==> config.mk <==
export PLATFORM = sky130hd
export DESIGN_NAME = glyph_pixel_write_blend_flat
export DESIGN_NICKNAME = d
export VERILOG_FILES = /design/src/hw/rtl/gpwb_pkg.sv /design/src/hw/rtl/gpwb_if.sv /design/src/hw/rtl/glyph_pixel_write_blend.sv /design/src/hw/rtl/gpwb_csr.sv /design/src/hw/rtl/gpwb_cov.sv /design/src/hw/rtl/gpwb_blend.sv /design/src/flat_wrapper.sv
export SDC_FILE = /design/constraint.sdc
export NUM_CORES = 2
export LEC_CHECK = 0
export BUFFER_PORTS_ARGS = -buffer_cell sky130_fd_sc_hd__clkbuf_2
export CAP_MARGIN = 20
export CORE_ASPECT_RATIO = 0.7
export CORE_MARGIN = 5
export CORE_UTILIZATION = 30
export DETAILED_ROUTE_END_ITERATION = 6
export PLACE_DENSITY_LB_ADDON = 0.3
export REMOVE_ABC_BUFFERS = 1
export SYNTH_ARGS = -nofsm -noshare
export SYNTH_HDL_FRONTEND = slang
export SYNTH_SLANG_ARGS = --single-unit
==> constraint.sdc <==
create_clock -name clock -period 14.4 [get_ports clock]
set_input_delay 1.44 -clock clock [delete_from_list [all_inputs] [get_ports clock]]
set_output_delay 1.44 -clock clock [all_outputs]
set_load 0.1 [all_outputs]
==> src/hw/rtl/gpwb_pkg.sv <==
// shared types, codes and helper functions for the glyph pixel write/blend block
package gpwb_pkg;

   localparam int unsigned CSR_IDX_W = 2;
   localparam int unsigned MODE_W = 3;
   localparam int unsigned PIXEL_W = 32;
   localparam int unsigned MERGE_BIT = 2;
   localparam logic [7:0] CHAN_MAX = 8'd255;

   typedef enum logic [1:0] {
      FMT_A8       = 2'd0,
      FMT_RGB888   = 2'd1,
      FMT_RGBA4444 = 2'd2,
      FMT_RGBA8888 = 2'd3
   } fmt_type;

   typedef enum logic [CSR_IDX_W-1:0] {
      CSR_PEN_RED   = 2'd0,
      CSR_PEN_GREEN = 2'd1,
      CSR_PEN_BLUE  = 2'd2,
      CSR_PEN_ALPHA = 2'd3
   } csr_index_type;

   typedef struct packed {
      logic [7:0] red;
      logic [7:0] green;
      logic [7:0] blue;
      logic [7:0] alpha;
   } pen_type;

   typedef struct packed {
      logic [MODE_W-1:0]  mode;
      logic [7:0]         coverage;
      logic [PIXEL_W-1:0] old_pixel;
   } req_item_type;

   // item after the coverage stages
   typedef struct packed {
      logic [MODE_W-1:0]  mode;
      logic [PIXEL_W-1:0] old_pixel;
      logic               skip;
      logic [7:0]         m;
      logic [7:0]         inv;
   } mid_item_type;

   typedef struct packed {
      logic [PIXEL_W-1:0] new_pixel;
      logic               changed;
   } rsp_item_type;

   // floor(x / 255), exact for x up to 255 * 255
   function automatic logic [7:0] div255(input logic [15:0] x);
      logic [16:0] t;
      t = {1'b0, x} + {9'd0, x[15:8]} + 17'd1;
      return t[15:8];
   endfunction

   function automatic logic [7:0] quant_pair(input logic [7:0] hi, input logic [7:0] lo);
      return {hi[7:4], lo[7:4]};
   endfunction

   function automatic logic [7:0] sat255(input logic [8:0] v);
      return v[8] ? CHAN_MAX : v[7:0];
   endfunction

   function automatic logic [PIXEL_W-1:0] fmt_mask(input fmt_type f);
      logic [PIXEL_W-1:0] r;
      case (f)
         FMT_A8:       r = 32'h0000_00FF;
         FMT_RGB888:   r = 32'h00FF_FFFF;
         FMT_RGBA4444: r = 32'h0000_FFFF;
         FMT_RGBA8888: r = 32'hFFFF_FFFF;
         default:      r = 32'hFFFF_FFFF;
      endcase
      return r;
   endfunction

endpackage

==> src/hw/rtl/gpwb_if.sv <==
// valid/ready channel interfaces for pixel requests, results and pen registers
interface gpwb_req_if
   import gpwb_pkg::*;
();
   logic               valid;
   logic               ready;
   logic [MODE_W-1:0]  mode;
   logic [7:0]         coverage;
   logic [PIXEL_W-1:0] old_pixel;

   modport source (output valid, output mode, output coverage, output old_pixel,
                   input ready);
   modport sink (input valid, input mode, input coverage, input old_pixel,
                 output ready);
endinterface

interface gpwb_rsp_if
   import gpwb_pkg::*;
();
   logic               valid;
   logic               ready;
   logic [PIXEL_W-1:0] new_pixel;
   logic               changed;

   modport source (output valid, output new_pixel, output changed, input ready);
   modport sink (input valid, input new_pixel, input changed, output ready);
endinterface

interface gpwb_csr_if
   import gpwb_pkg::*;
();
   logic                 valid;
   logic                 ready;
   logic [CSR_IDX_W-1:0] index;
   logic [7:0]           data;

   modport source (output valid, output index, output data, input ready);
   modport sink (input valid, input index, input data, output ready);
endinterface

==> src/hw/rtl/glyph_pixel_write_blend.sv <==
// top level of the glyph pixel write/blend pipeline
//
//   channel  dir  handshake      payload
//   req      in   valid/ready    mode[2:0], coverage[7:0], old_pixel[31:0]
//   rsp      out  valid/ready    new_pixel[31:0], changed
//   csr      in   valid/ready    index[1:0], data[7:0] (pen red, green, blue, alpha)
//
// four register stages: coverage product, scale by 1/255, channel products,
// divide/saturate/pack; one item per cycle while rsp is ready.
// reset clears the stage valid bits and sets the pen to opaque black.
// a stalled rsp holds each stage that has an item; empty stages still fill,
// so req stays ready until the pipe is full.
module glyph_pixel_write_blend
   import gpwb_pkg::*;
(
   input  logic        clock,
   input  logic        reset,
   gpwb_req_if.sink    req,
   gpwb_rsp_if.source  rsp,
   gpwb_csr_if.sink    csr
);

   pen_type      pen;
   req_item_type req_item;
   mid_item_type mid_item;
   logic         mid_valid;
   logic         mid_ready;
   rsp_item_type rsp_item;

   assign req_item.mode = req.mode;
   assign req_item.coverage = req.coverage;
   assign req_item.old_pixel = req.old_pixel;

   assign rsp.new_pixel = rsp_item.new_pixel;
   assign rsp.changed = rsp_item.changed;

   gpwb_csr u_csr (
      .clock (clock),
      .reset (reset),
      .csr   (csr),
      .pen   (pen)
   );

   gpwb_cov u_cov (
      .clock     (clock),
      .reset     (reset),
      .pen       (pen),
      .in_valid  (req.valid),
      .in_ready  (req.ready),
      .in_item   (req_item),
      .out_valid (mid_valid),
      .out_ready (mid_ready),
      .out_item  (mid_item)
   );

   gpwb_blend u_blend (
      .clock     (clock),
      .reset     (reset),
      .pen       (pen),
      .in_valid  (mid_valid),
      .in_ready  (mid_ready),
      .in_item   (mid_item),
      .out_valid (rsp.valid),
      .out_ready (rsp.ready),
      .out_item  (rsp_item)
   );

endmodule

==> src/hw/rtl/gpwb_csr.sv <==
// pen color registers
module gpwb_csr
   import gpwb_pkg::*;
(
   input  logic          clock,
   input  logic          reset,
   gpwb_csr_if.sink      csr,
   output pen_type       pen
);

   pen_type pen_ff;
   pen_type pen_in;

   assign csr.ready = 1'b1;
   assign pen = pen_ff;

   always_comb begin
      pen_in = pen_ff;
      if (csr.valid) begin
         case (csr_index_type'(csr.index))
            CSR_PEN_RED:   pen_in.red   = csr.data;
            CSR_PEN_GREEN: pen_in.green = csr.data;
            CSR_PEN_BLUE:  pen_in.blue  = csr.data;
            CSR_PEN_ALPHA: pen_in.alpha = csr.data;
            default:       pen_in = pen_ff;
         endcase
      end
   end

   always_ff @(posedge clock) begin
      if (reset) begin
         pen_ff <= '{red: 8'd0, green: 8'd0, blue: 8'd0, alpha: CHAN_MAX};
      end else begin
         pen_ff <= pen_in;
      end
   end

endmodule

==> src/hw/rtl/gpwb_cov.sv <==
// coverage stages: coverage * pen alpha, then scale to 0..255
module gpwb_cov
   import gpwb_pkg::*;
(
   input  logic         clock,
   input  logic         reset,
   input  pen_type      pen,
   input  logic         in_valid,
   output logic         in_ready,
   input  req_item_type in_item,
   output logic         out_valid,
   input  logic         out_ready,
   output mid_item_type out_item
);

   logic               v1_ff;
   logic               v2_ff;
   logic [MODE_W-1:0]  s1_mode_ff;
   logic [PIXEL_W-1:0] s1_old_ff;
   logic               s1_skip_ff;
   logic [15:0]        s1_prod_ff;
   logic [15:0]        s1_prod_in;
   mid_item_type       s2_ff;
   mid_item_type       s2_in;
   logic               en1;
   logic               en2;

   assign en2 = !v2_ff || out_ready;
   assign en1 = !v1_ff || en2;
   assign in_ready = en1;
   assign out_valid = v2_ff;
   assign out_item = s2_ff;

   assign s1_prod_in = 16'(in_item.coverage) * 16'(pen.alpha);

   always_comb begin
      s2_in.mode = s1_mode_ff;
      s2_in.old_pixel = s1_old_ff;
      s2_in.skip = s1_skip_ff;
      s2_in.m = div255(s1_prod_ff);
      s2_in.inv = CHAN_MAX - s2_in.m;
   end

   always_ff @(posedge clock) begin
      if (reset) begin
         v1_ff <= 1'b0;
         v2_ff <= 1'b0;
      end else begin
         if (en1) v1_ff <= in_valid;
         if (en2) v2_ff <= v1_ff;
      end
   end

   always_ff @(posedge clock) begin
      if (en1 && in_valid) begin
         s1_mode_ff <= in_item.mode;
         s1_old_ff <= in_item.old_pixel;
         s1_skip_ff <= (in_item.coverage == 8'd0) || (pen.alpha == 8'd0);
         s1_prod_ff <= s1_prod_in;
      end
      if (en2 && v1_ff) begin
         s2_ff <= s2_in;
      end
   end

endmodule

==> src/hw/rtl/gpwb_blend.sv <==
// blend stages: channel products, then divide, saturate and pack per format
module gpwb_blend
   import gpwb_pkg::*;
(
   input  logic         clock,
   input  logic         reset,
   input  pen_type      pen,
   input  logic         in_valid,
   output logic         in_ready,
   input  mid_item_type in_item,
   output logic         out_valid,
   input  logic         out_ready,
   output rsp_item_type out_item
);

   logic               v3_ff;
   logic               v4_ff;
   logic [MODE_W-1:0]  s3_mode_ff;
   logic [PIXEL_W-1:0] s3_old_ff;
   logic               s3_skip_ff;
   logic [7:0]         s3_m_ff;
   logic [15:0]        s3_pr_ff;
   logic [15:0]        s3_pg_ff;
   logic [15:0]        s3_pb_ff;
   logic [15:0]        s3_ri_ff;
   logic [15:0]        s3_gi_ff;
   logic [15:0]        s3_bi_ff;
   logic [15:0]        s3_ai_ff;
   rsp_item_type       s4_ff;
   rsp_item_type       s4_in;
   logic               en3;
   logic               en4;
   fmt_type            fmt;
   logic               merge;
   logic [PIXEL_W-1:0] res;
   logic [7:0]         r888;
   logic [7:0]         g888;
   logic [7:0]         b888;
   logic [7:0]         r_ov;
   logic [7:0]         g_ov;
   logic [7:0]         b_ov;
   logic [7:0]         a_ov;

   assign en4 = !v4_ff || out_ready;
   assign en3 = !v3_ff || en4;
   assign in_ready = en3;
   assign out_valid = v4_ff;
   assign out_item = s4_ff;

   assign fmt = fmt_type'(s3_mode_ff[1:0]);
   assign merge = s3_mode_ff[MERGE_BIT];

   // sums stay within 255 * 255 since m + inv is 255
   assign r888 = div255(s3_ri_ff + s3_pr_ff);
   assign g888 = div255(s3_gi_ff + s3_pg_ff);
   assign b888 = div255(s3_bi_ff + s3_pb_ff);

   // source-over with each term floored on its own
   assign r_ov = sat255({1'b0, div255(s3_pr_ff)} + {1'b0, div255(s3_ri_ff)});
   assign g_ov = sat255({1'b0, div255(s3_pg_ff)} + {1'b0, div255(s3_gi_ff)});
   assign b_ov = sat255({1'b0, div255(s3_pb_ff)} + {1'b0, div255(s3_bi_ff)});
   assign a_ov = sat255({1'b0, s3_m_ff} + {1'b0, div255(s3_ai_ff)});

   always_comb begin
      res = '0;
      s4_in.changed = 1'b1;
      if (!merge) begin
         case (fmt)
            FMT_A8:       res = {24'd0, pen.alpha};
            FMT_RGB888:   res = {8'd0, pen.blue, pen.green, pen.red};
            FMT_RGBA4444: res = {16'd0, quant_pair(pen.blue, pen.alpha),
                                 quant_pair(pen.red, pen.green)};
            FMT_RGBA8888: res = {pen.alpha, pen.blue, pen.green, pen.red};
            default:      res = '0;
         endcase
      end else if (s3_skip_ff) begin
         res = s3_old_ff;
         s4_in.changed = 1'b0;
      end else begin
         case (fmt)
            FMT_A8:       res = {24'd0, s3_m_ff};
            FMT_RGB888:   res = {8'd0, b888, g888, r888};
            FMT_RGBA4444: res = {16'd0, quant_pair(pen.blue, s3_m_ff),
                                 quant_pair(pen.red, pen.green)};
            FMT_RGBA8888: begin
               // transparent target takes the pen color outright
               if (s3_old_ff[31:24] == 8'd0) begin
                  res = {s3_m_ff, pen.blue, pen.green, pen.red};
               end else begin
                  res = {a_ov, b_ov, g_ov, r_ov};
               end
            end
            default:      res = '0;
         endcase
      end
      s4_in.new_pixel = res & fmt_mask(fmt);
   end

   always_ff @(posedge clock) begin
      if (reset) begin
         v3_ff <= 1'b0;
         v4_ff <= 1'b0;
      end else begin
         if (en3) v3_ff <= in_valid;
         if (en4) v4_ff <= v3_ff;
      end
   end

   always_ff @(posedge clock) begin
      if (en3 && in_valid) begin
         s3_mode_ff <= in_item.mode;
         s3_old_ff <= in_item.old_pixel;
         s3_skip_ff <= in_item.skip;
         s3_m_ff <= in_item.m;
         s3_pr_ff <= 16'(pen.red) * 16'(in_item.m);
         s3_pg_ff <= 16'(pen.green) * 16'(in_item.m);
         s3_pb_ff <= 16'(pen.blue) * 16'(in_item.m);
         s3_ri_ff <= 16'(in_item.old_pixel[7:0]) * 16'(in_item.inv);
         s3_gi_ff <= 16'(in_item.old_pixel[15:8]) * 16'(in_item.inv);
         s3_bi_ff <= 16'(in_item.old_pixel[23:16]) * 16'(in_item.inv);
         s3_ai_ff <= 16'(in_item.old_pixel[31:24]) * 16'(in_item.inv);
      end
      if (en4 && v3_ff) begin
         s4_ff <= s4_in;
      end
   end

endmodule
==> src/flat_wrapper.sv <==
// flat-port wrapper written by rule: the top's interface ports become plain ports
module glyph_pixel_write_blend_flat import gpwb_pkg::*;
  (clock, reset, req_valid, req_mode, req_coverage, req_old_pixel, req_ready, rsp_valid, rsp_new_pixel, rsp_changed, rsp_ready, csr_valid, csr_index, csr_data, csr_ready);
  gpwb_req_if req_i ();
  gpwb_rsp_if rsp_i ();
  gpwb_csr_if csr_i ();
  input  logic clock;
  input  logic reset;
  input wire logic [$bits(req_i.valid)-1:0] req_valid;
  input wire logic [$bits(req_i.mode)-1:0] req_mode;
  input wire logic [$bits(req_i.coverage)-1:0] req_coverage;
  input wire logic [$bits(req_i.old_pixel)-1:0] req_old_pixel;
  output wire logic [$bits(req_i.ready)-1:0] req_ready;
  output wire logic [$bits(rsp_i.valid)-1:0] rsp_valid;
  output wire logic [$bits(rsp_i.new_pixel)-1:0] rsp_new_pixel;
  output wire logic [$bits(rsp_i.changed)-1:0] rsp_changed;
  input wire logic [$bits(rsp_i.ready)-1:0] rsp_ready;
  input wire logic [$bits(csr_i.valid)-1:0] csr_valid;
  input wire logic [$bits(csr_i.index)-1:0] csr_index;
  input wire logic [$bits(csr_i.data)-1:0] csr_data;
  output wire logic [$bits(csr_i.ready)-1:0] csr_ready;
  assign req_i.valid = req_valid;
  assign req_i.mode = req_mode;
  assign req_i.coverage = req_coverage;
  assign req_i.old_pixel = req_old_pixel;
  assign req_ready = req_i.ready;
  assign rsp_valid = rsp_i.valid;
  assign rsp_new_pixel = rsp_i.new_pixel;
  assign rsp_changed = rsp_i.changed;
  assign rsp_i.ready = rsp_ready;
  assign csr_i.valid = csr_valid;
  assign csr_i.index = csr_index;
  assign csr_i.data = csr_data;
  assign csr_ready = csr_i.ready;
  glyph_pixel_write_blend u_core (.clock(clock), .reset(reset), .req(req_i), .rsp(rsp_i), .csr(csr_i));
endmodule
==> flow_metrics.tcl <==
set metrics [dict create \
    clk_pin_slew_ns 0.06 \
    worstSkewPairLatency_ns 0.59 \
    syn_area_um2 34280 \
    use_met2_pct 22.24 \
    max-vdd-ir-drop_uv 125.9 \
    synth_ff_type "edfxtp_1" \
    place_area_um2 36560 \
    relSlewSlack_pct 31.35 \
    place_congestion 0.8813 \
    end_kind "flip-flop" \
    grt_pass1_wl_mm 150.7 \
    powerDensity_nw_per_um2 170.1 \
    antenna_found_initial 6 \
    synth.avg_cell_area_um2 9.837 \
    routed_wl_mm 96.49 \
    route.detailed.wl_per_inst_um 18.96 \
    worst_pin_slew_ns 1.025 \
    fin_crit_ns 5.230 \
    netlist-cell-type-count 95 \
    timing.final.crit_share_pct 36.32 \
    die_y_um 292.8 \
    io_pins 94 \
    hold_violations 0 \
    post_cts_buffers 0 \
    outcome "finished clean" \
    regToRegSetupSlack_ns 9.17 \
    ys_ff_latch 329 \
    synth_edf_count 293 \
    num_vias 25010 \
    hold_class "reg2reg" \
    overflow 0 \
    cts_tree "built" \
    critPathRequiredTime_ns 14.70 \
    leakagePower_nw 16.78 \
    cts-root-buf "clkbuf_16" \
    cts.repair.resized 0 \
    grt_usage_pct 15.89 \
    maxCapViolations 0 \
    start_util_pct 30.30 \
    final_util_pct 33.39 \
    synthCells 3485 \
    ys_seq_area_share_pct 27.77 \
    clockBufferDepth 3 \
    post_drt_via_cell_ratio 4.914 \
    grt_start_max_net_pins 157 \
    arrival_ns 5.53 \
    tns_ns 0 \
    syn_to_final_growth_pct 10.19 \
    async_flop_share_pct 0 \
    drcViolationCount 0 \
    path_max_fanout 7 \
    critPathLaunchType "flip-flop" \
    ant_nets 0 \
    core_area_um2 113200 \
    cts-hold-fix-buffers 0 \
    cts.sinks 329 \
    layout.nets 4330 \
    port_buffers 92 \
    yosysWarnings 0 \
    path_class "reg2reg" \
    layout-drive-gt1-share_pct 6.474 \
    cts_buffers 39 \
    final.setup_skew_ns 0.02252 \
    drt_iter0_drc 2046 \
    cts_max_level 2 \
    fp.dieW_um 414.0 \
    fmax_mhz 191.2 \
    top_usage_layer "met1" \
    drt-pass1-iter-count 5 \
    use_met3_pct 3.368 \
    final_area_um2 37780 \
    rsz0062_at_grt "false" \
    grt_pass1_vias 24480 \
    diodes 0 \
    groute.layer.met1.usage_pct 24.91 \
    drv_slew 0 \
    row_count 103 \
    setup_viol 0 \
    dieArea_um2 121200 \
    dp_hpwl_mm 74.12 \
]
power breakdown:
group	switching, mW	leakage (nW)	total, mW	internal, mW
logic	2.29	13.2	3.96	1.67
registers	0.161	3.02	1.49	1.33
clock network	0.444	0.578	0.982	0.538
state kept, by name, indices dropped and copies added (netlist names), 32 cells and up:
| signal | cells |
|---|---|
| u_core.u_cov.out_item | 52 |
| u_core.u_csr.pen | 32 |
| u_core.u_blend.s3_old_ff | 32 |
| u_core.u_blend.out_item | 33 |
| u_core.u_cov.s1_old_ff | 32 |
cell type report:
type / count / area [um^2]
clock buffers: 43 / 991.0
clock inverters: 25 / 222.7
fillers: 11740 / 75370
inverters: 452 / 1697
multi-input cells: 2587 / 22660
flip-flops and latches: 329 / 9519
well taps: 1522 / 1904
repair buffers: 132 / 785.8
kinds of logic (layout without fill, tap and decap cells):
| logic type | count (synthesis) | count (layout) | share of synthesized area (%) |
|---|---|---|---|
| multiplexers | 36 | 36 | 1.055 |
| adder cells (fa/ha/maj) | 732 | 732 | 33.17 |
| flip-flops | 329 | 329 | 27.77 |
| AO/OA/AOI/OAI | 542 | 542 | 10.89 |
| other | 1 | 1 | 0.01094 |
| XOR/XNOR | 209 | 209 | 5.361 |
| AND/OR/NAND/NOR | 1067 | 1067 | 15.48 |
| buffers and inverters | 569 | 652 | 6.270 |
through the flow:
step / worst slack, ns / hold WS [ns] / std cells / power, mW
finish: 9.170 / 0.4166 / 5090 / 6.428
detailed placement: 8.567 / 0.4045 / 5021 / 5.420
CTS: 9.187 / 0.4185 / 5089 / 6.456
global route: 8.754 / 0.4244 / 5090 / 7.075
floorplan: 0.7138 / 0.4003 / 3368 / 4.368
global placement: 8.569 / 0.4008 / 5019 / 5.375
Yosys cell counts, drive strengths merged (36+ instances only):
master  number  area share [%]
o21a        56             1.2
nand2      348             3.8
nor3        47            0.72
nand3       37            0.55
xor2        43             1.1
and2       300             5.5
a21oi      109             1.6
nor2       207             2.3
xnor2      166             4.3
inv        450             4.9
dfxtp       36             2.1
ha         436              16
fa         295              17
clkbuf     105             1.2
o21ai      121             1.8
edfxtp     293              26
worst max-delay path: stages, from the launching register on:
cell and delay, ns:
edfxtp_1 0.45, ha_1 0.26, fa_1 0.49, a211oi_1 0.30
o21bai_2 0.18, o2111ai_1 0.30, a21oi_1 0.14, o21ai_0 0.16
nand2_1 0.09, xnor2_1 0.38, inv_1 0.15, ha_1 0.33
nand3_1 0.10, nor2_1 0.11, nand3_1 0.08, nor4_1 0.26
o211ai_1 0.17, o31ai_2 0.17, nand4_2 0.22, nor4b_4 0.19
or3_1 0.41
routing by layer:
layer	part of all wire, %	vias up
met5	0	-
met4	1.9	0
met3	8.2	89
met2	39	765
met1	50	12260
li1	-	11890
final timing paths:
| kind | to | from | cells after the start |
|---|---|---|---|
| max | u_core.u_blend.out_item[15] | u_core.u_blend.s3_gi_ff[0] | 20 |
| max reg2reg | u_core.u_blend.out_item[15] | u_core.u_blend.s3_gi_ff[0] | 20 |
| min reg2reg | u_core.u_cov.out_item[19] | u_core.u_cov.s1_old_ff[2] | 0 |
| min | u_core.u_cov.out_item[19] | u_core.u_cov.s1_old_ff[2] | 0 |
cells in the final DEF, fill, tap and decap left out, drive strengths merged, types with 33 or more instances in the layout:
cell    instances
nor3           47
a21oi         109
o221ai         33
mux2i          35
buf            39
ha            436
clkbuf        136
dfxtp          36
nand2         348
o21a           56
inv           453
xnor2         166
edfxtp        293
and2          300
nand3          37
xor2           43
o21ai         121
nor2          207
fa            295
Note: power is estimated with default switching activity, not from simulation.
